`src/rtl/tci_ram.sv`:
```
// generic single write port ram with registered read, used for the pose stack
// no dependencies
module tci_ram #(
    parameter int WIDTH = 8,
    parameter int DEPTH = 16,
    localparam int AW = (DEPTH > 1) ? $clog2(DEPTH) : 1
) (
    input  logic             i_clk,
    input  logic             i_we,
    input  logic [AW-1:0]    i_waddr,
    input  logic [WIDTH-1:0] i_wdata,
    input  logic [AW-1:0]    i_raddr,
    output logic [WIDTH-1:0] o_rdata
);

    logic [WIDTH-1:0] r_mem [DEPTH];
    logic [WIDTH-1:0] r_rdata;

    always_ff @(posedge i_clk) begin
        if (i_we) begin
            r_mem[i_waddr] <= i_wdata;
        end
        r_rdata <= r_mem[i_raddr];
    end

    assign o_rdata = r_rdata;

endmodule

```
`config.mk`:
```
export PLATFORM = sky130hd
export DESIGN_NAME = tci_ram
export DESIGN_NICKNAME = d
export VERILOG_FILES = /design/src/rtl/tci_ram.sv
export SDC_FILE = /design/constraint.sdc
export NUM_CORES = 1
export LEC_CHECK = 0
export BUFFER_PORTS_ARGS = -buffer_cell sky130_fd_sc_hd__buf_2
export CAP_MARGIN = 20
export CORE_MARGIN = 1
export CORE_UTILIZATION = 40
export CTS_BUF_LIST = sky130_fd_sc_hd__clkbuf_4 sky130_fd_sc_hd__clkbuf_8 sky130_fd_sc_hd__clkbuf_16
export DETAILED_ROUTE_END_ITERATION = 7
export PLACE_DENSITY = 0.68
export SLEW_MARGIN = 10
export SYNTH_ARGS = -nofsm -noshare
export SYNTH_HDL_FRONTEND = slang
export SYNTH_SLANG_ARGS = --single-unit
```
`constraint.sdc`:
```
create_clock -name i_clk -period 2.7 [get_ports i_clk]
set_clock_uncertainty 0.15 [all_clocks]
set_input_delay 0.54 -clock i_clk [delete_from_list [all_inputs] [get_ports i_clk]]
set_output_delay 0.54 -clock i_clk [all_outputs]
set_load 0.02 [all_outputs]
```
==> impl_metrics.json, run 1 <==
{
  "hold_class": "input pin to flop",
  "netlist.area_leader.share_pct": 74.7,
  "slowest_stage": "mux4_1",
  "dp_hpwl_um": 5900,
  "ys_top_cells_by_area": "edfxtp_1, mux4_2, mux4_1, dfxtp_1, a22oi_1",
  "crit_family": "multiplexers",
  "vias_per_cell": 5.17,
  "finalSetupViolations": 0,
  "dieHeight_um": 115,
  "row_count": 41,
  "clock-sinks": 136,
  "vias": 2416,
  "hold_buffers": 0,
  "synth-async-reset-ratio_pct": 0,
  "post-route-min-period_ns": 1.75,
  "core-area_um2": 12600,
  "drcViolationCount": 0,
  "drv_slew": 0,
  "drt_iter0_markers": 204,
  "power.density_nw_per_um2": 804,
  "muxShareOfSynthArea_pct": 15.0,
  "cp.required_ns": 2.83,
  "tritoncts": "built",
  "routedWlPerCell_um": 20.7,
  "synth_nets": 247,
  "post-route-period-util_pct": 64.7,
  "path_buf_inv": 2,
  "dr.pass1.iters": 5,
  "place.port_buffers": 25,
  "track_usage_pct": 15.9,
  "synthCells": 229,
  "p_clk_share_pct": 47.6,
  "synth.most_common_cell": "edfxtp_1",
  "worstMarginPinSlew_ns": 0.817,
  "yosys.area.top_type": "edfxtp_1",
  "synth_fa_ha_area_share_pct": 0,
  "die-width_um": 115,
  "cts.repair.resized": 0,
  "grt_setup_unrepaired": "no",
  "post-cts-setup-buffer-count": 0,
  "netSwitchingFraction_pct": 19.4,
  "insertion_delay_ns": 0.40,
  "hold_viol_final": 0,
  "path_cells": "buf_2 -> buf_12 -> mux4_1 -> a22oi_1 -> nand2_1",
  "synth_edf_count": 128,
  "p_int_mw": 4.01,
  "seqPwrFrac_pct": 47.7,
  "antenna_found_initial": 0,
  "grt_overflow": 0,
  "ir_worst_vdd_uv": 447,
  "synthDistinctLibCells": 19,
  "die-area_um2": 13300,
  "p_sw_uw": 965,
  "finalSetupTns_ns": 0,
  "cts_buffer_depth": 2,
  "totalWireLength_um": 9650,
  "drv_cap": 0,
  "path_class": "input pin to flop",
  "start_kind": "input pin",
  "avgSynthCellArea_um2": 22.5,
  "gp_congestion": 0.753,
  "slowest_delay_ns": 0.62,
  "fillers": 988,
  "synth_simple_gate_area_share_pct": 3.18,
  "fin_nets": 300,
  "grt_pass1_wl_um": 14500,
  "regArea_um2": 4000,
  "antenna_cells": 0,
  "synth-compound-area-share_pct": 2.33,
  "numCtsBuffers": 17,
  "synth_top_family_by_area": "multiplexers",
  "clkSlewWorstSetupHoldPaths_ns": 0.06,
  "area_delta_synth_final_pct": 20.2,
  "relSlewSlack_pct": 45.4,
  "critical_path.max_fanout": 32,
  "cts_root_buf": "clkbuf_16",
  "yosys_warnings": 0,
  "final_layout_size_suffix_gt1_share_pct": 31.5,
  "ys_ff_latch": 136,
  "fmax_ghz": 0.572,
  "ys_seq_area_share_pct": 77.8,
  "leakage_nw": 2.09,
  "crit_arrival_ns": 1.88,
  "synth_common_cells": "edfxtp_1, mux4_2, a22oi_1, mux4_1, nor2_1",
  "pwr-share-comb_pct": 4.6,
  "ys.flop_type": "edfxtp_1",
  "cts_max_level": 4,
  "setup_ws_ns": 0.952,
  "initial_core_util_pct": 41.0,
  "grt_max_degree": 33,
  "antenna_left": 0,
  "synth_xor_area_share_pct": 0,
  "critPathCaptureType": "flop",
  "boundaryPins": 26,
  "dp_slack_ns": 0.556,
  "first_global_vias": 2470,
  "synthesis.area_um2": 5150,
  "outcome": "completed",
  "multiInputGateArea_um2": 1060
}
-- sequential cells by signal, summed over array words and instances (netlist names) --
| signal | cells |
|---|---|
| o_rdata | 8 |
| r_mem | 128 |
-- area by class of cell --
| cell class | instances | area share (%) |
|---|---|---|
| Clock buffer | 19 | 7.12 |
| Sequential cell | 136 | 64.7 |
| Clock inverter | 13 | 2.89 |
| Multi-Input combinational cell | 83 | 17.1 |
| Timing Repair Buffer | 44 | 4.73 |
| Tap cell | 172 | 3.48 |
-- stage by stage --
stage                     power (mW)  std cells  cell area (um2)  hold slack, ns  util, %
after floorplan                 2.55        229             5150           0.479        -
after global placement          2.65        435             5570           0.498     44.3
after detailed placement        2.65        435             5570           0.504     44.3
after CTS                       5.02        467             6190           0.357     49.2
after global routing            5.13        467             6190           0.356     49.2
final                           4.98        467             6190           0.370     49.2
-- logic make-up after synthesis --
logic type | after synthesis
DFF | 136
and+or+nand+nor | 35
AOI/OAI and AO/OA | 16
buffers and inverters | 10
muxes | 32
-- path summary, 6_finish.rpt --
| kind | startpoint | cells past startpoint | to | slack (ns) |
|---|---|---|---|---|
| worst max register to register | r_mem[9][4] | 3 | o_rdata[4] | 1.19 |
| worst min register to register | r_mem[7][2] | 3 | o_rdata[2] | 0.52 |
| worst max-delay path | i_raddr[0] | 5 | o_rdata[4] | 0.95 |
| worst min-delay path | i_wdata[7] | 1 | r_mem[3][7] | 0.37 |
-- worst register-to-register path: stages (launching register included) --
cell and delay [ns]:
edfxtp_1 0.35, mux4_1 0.53, a22oi_1 0.28, nand2_1 0.07
-- layer usage --
layer  up-vias  track usage [%]  routed length (um)  part of all wire [%]
met4         0             5.63                 112                   1.2
met5         -                0                   0                     0
met3        10             5.18                 717                   7.4
met1      1224             21.1                4070                    42
met2       105             24.7                4760                    49
li1       1077                -                   -                     -
-- power groups by stage --
stage                     clock network (mW)  registers [mW]  logic (mW)
final                                   2.37            2.38       0.231
after global routing                    2.50            2.38       0.249
after CTS                               2.41            2.38       0.235
after detailed placement                   0            2.42       0.234
after global placement                     0            2.42       0.228
after floorplan                            0            2.43       0.120
-- placed cells by master (no fill, tap or decap), drive strengths merged, types with 4 or more instances in the layout --
cell type  count
nand2          9
bufinv         4
clkinv         4
clkbuf        19
nor3           4
mux4          32
nor2          13
dfxtp          8
a22oi         16
clkinvlp       5
buf           44
edfxtp       128
Note: power is estimated with default switching activity, not from simulation.
==> inputs of run 2 (changes only) <==
--- a/config.mk
+++ b/config.mk
@@ -5,6 +5,7 @@
 export SDC_FILE = /design/constraint.sdc
 export NUM_CORES = 1
 export LEC_CHECK = 0
+export ABC_AREA = 1
 export BUFFER_PORTS_ARGS = -buffer_cell sky130_fd_sc_hd__buf_2
 export CAP_MARGIN = 20
 export CORE_MARGIN = 1
==> constraint.sdc (replaced) <==
create_clock -name i_clk -period 1.8 [get_ports i_clk]
set_clock_uncertainty 0.15 [all_clocks]
set_input_delay 0.36 -clock i_clk [delete_from_list [all_inputs] [get_ports i_clk]]
set_output_delay 0.36 -clock i_clk [all_outputs]
set_load 0.02 [all_outputs]
==> run 2 against run 1 <==
Compared with the run above: routed wire length grew 36%; sequential cell count is the same; critical path depth shrank 4; power grew 59%; clock power grew 63%; register-to-register slack lost 0.63 ns; non-clock buffer count grew 4; final cell count grew 69%; area after synthesis grew 12%; count of clock-buffer cells in the layout shrank 1.
==> impl_metrics.json, run 2 <==
{
  "slowest_delay_ns": 0.35,
  "final_common_cell": "nand2_1",
  "numCtsBuffers": 17,
  "insertion_delay_ns": 0.41,
  "routedWlPerCell_um": 16.7,
  "rr_startpoint": "r_mem[3][2]",
  "area_delta_synth_final_pct": 18.5,
  "yosys_warnings": 0,
  "final_cell_mix": "nand2_1, edfxtp_1, inv_1, nand3_1, buf_2",
  "fmax_ghz": 0.687,
  "hold_buffers": 0,
  "gp_congestion": 0.837,
  "clock-sinks": 136,
  "synthCells": 551,
  "ys.flop_type": "edfxtp_1",
  "synth_common_cells": "nand2_1, edfxtp_1, inv_1, nand3_1, nor2_1",
  "synth_nets": 569,
  "worstMarginPinSlew_ns": 0.413,
  "cts_max_level": 4,
  "synthDistinctLibCells": 12,
  "rr_worst_depth": 6,
  "holdPathStages": 3,
  "final_layout_size_suffix_gt1_share_pct": 13.3,
  "post-cts-setup-buffer-count": 0,
  "fillers": 1228,
  "finalSetupTns_ns": 0,
  "r2r_slack_ns": 0.56,
  "critPathCaptureType": "output pin",
  "dp_cells": 755,
  "holdPathEnd": "o_rdata[0]",
  "leakage_nw": 2.98,
  "path_class": "flop to output pin",
  "cts_root_buf": "clkbuf_16",
  "core-area_um2": 14000,
  "vias_per_cell": 4.97,
  "critical_path.max_fanout": 1,
  "drt_iter0_markers": 416,
  "relSlewSlack_pct": 72.5,
  "grt_pass1_wl_um": 20700,
  "antenna_cells": 0,
  "cts_buffer_depth": 2,
  "drcViolationCount": 0,
  "cp.depth": 1,
  "crit_arrival_ns": 0.95,
  "synth-async-reset-ratio_pct": 0,
  "ys_seq_area_share_pct": 69.4,
  "dp_slack_ns": 0.206,
  "yosys.area.top_type": "edfxtp_1",
  "dp_hpwl_um": 7780,
  "post-route-min-period_ns": 1.46,
  "avgSynthCellArea_um2": 10.5,
  "synth_edf_count": 128,
  "hold_class": "input pin to flop",
  "outcome": "completed",
  "hold_viol_final": 0,
  "clkSlewWorstSetupHoldPaths_ns": 0.06,
  "synth.most_common_cell": "nand2_1",
  "synthesis.area_um2": 5770,
  "tritoncts": "built",
  "cts.repair.resized": 0,
  "drv_cap": 0,
  "ys_ff_latch": 136,
  "post-route-period-util_pct": 80.9,
  "die-width_um": 122,
  "finalSetupViolations": 0,
  "grt_max_degree": 65,
  "row_count": 43,
  "antenna_left": 0,
  "ir_worst_vdd_uv": 565,
  "boundaryPins": 26,
  "path_cells": "buf_2",
  "vias": 3909,
  "initial_core_util_pct": 41.2,
  "grt_setup_unrepaired": "no",
  "ys_top_cells_by_area": "edfxtp_1, nand2_1, nand3_1, inv_1, dfxtp_1",
  "netlist.area_leader.share_pct": 66.7,
  "dr.pass1.iters": 5,
  "place.port_buffers": 25,
  "totalWireLength_um": 13100,
  "cp.required_ns": 1.29,
  "drv_slew": 0,
  "die-area_um2": 14900,
  "power.density_nw_per_um2": 1160,
  "antenna_found_initial": 0,
  "grt_overflow": 0,
  "top_register": "r_mem",
  "stdcell_count": 787,
  "crit_family": "flip-flops",
  "fin_nets": 612,
  "rr_endpoint": "o_rdata[2]",
  "largest_register_ffs": 128,
  "start_kind": "flop",
  "first_global_vias": 3800,
  "dieHeight_um": 122,
  "setup_ws_ns": 0.344,
  "track_usage_pct": 19.2,
  "path_buf_inv": 1,
  "slowest_stage": "dfxtp_1",
  "min_from": "i_raddr[3]"
}
run 2: how the worst max path moves through the flow:
| stage | startpoint | end | slack, ns |
|---|---|---|---|
| 4_1_cts | o_rdata[7] | o_rdata[7] | 0.31 |
| 3_3_place_gp | i_raddr[0] | o_rdata[2] | 0.23 |
| 5_1_grt | o_rdata[7] | o_rdata[7] | 0.31 |
| 6_report | o_rdata[6] | o_rdata[6] | 0.34 |
| 3_5_place_dp | i_raddr[0] | o_rdata[7] | 0.21 |
| 2_1_floorplan | i_waddr[2] | r_mem[10][0] | 0.34 |
run 2: worst min-delay path: cells and delay by family:
kind,cells,cell delay [ns]
simple gates,2,0.14
buf+inv,1,0.16
run 2: cell type report:
class	count	area, um2	share of cell area [%]
flip-flops and latches	136	4000	58.6
multi-input cells	289	1210	17.8
clock buffers	18	433	6.33
inverters	102	383	5.60
repair buffers	48	348	5.09
clock inverters	14	229	3.35
well taps	180	225	3.29
run 2: cells by family after synthesis:
family / after synthesis / synth area share, %
buf+inv: 126 / 9.52
flops: 136 / 69.4
simple gates: 289 / 21.0
run 2: layer usage:
metal | global-route usage (%) | up-vias | wire length (um)
met5 | 0 | - | 0
met4 | 7.09 | 0 | 223
met3 | 5.29 | 20 | 980
met2 | 29.9 | 171 | 6330
met1 | 25.7 | 1861 | 5610
li1 | - | 1857 | -
run 2: power breakdown:
group / leakage [nW] / internal [mW] / switching (mW) / total, mW
logic: 1.43 / 0.139 / 0.331 / 0.470
registers: 1.22 / 3.54 / 0.0214 / 3.56
clock network: 0.324 / 2.60 / 1.27 / 3.87
run 2: through the flow:
stage                     hold WS (ns)  utilization, %  cell area [um2]  power [mW]
after floorplan                  0.309               -             5770        3.90
after global placement           0.508            44.1             6170        4.08
after detailed placement         0.515            44.1             6170        4.09
after CTS                        0.126            48.9             6840        7.94
after global routing             0.146            48.9             6840        8.13
final                            0.151            48.9             6840        7.90
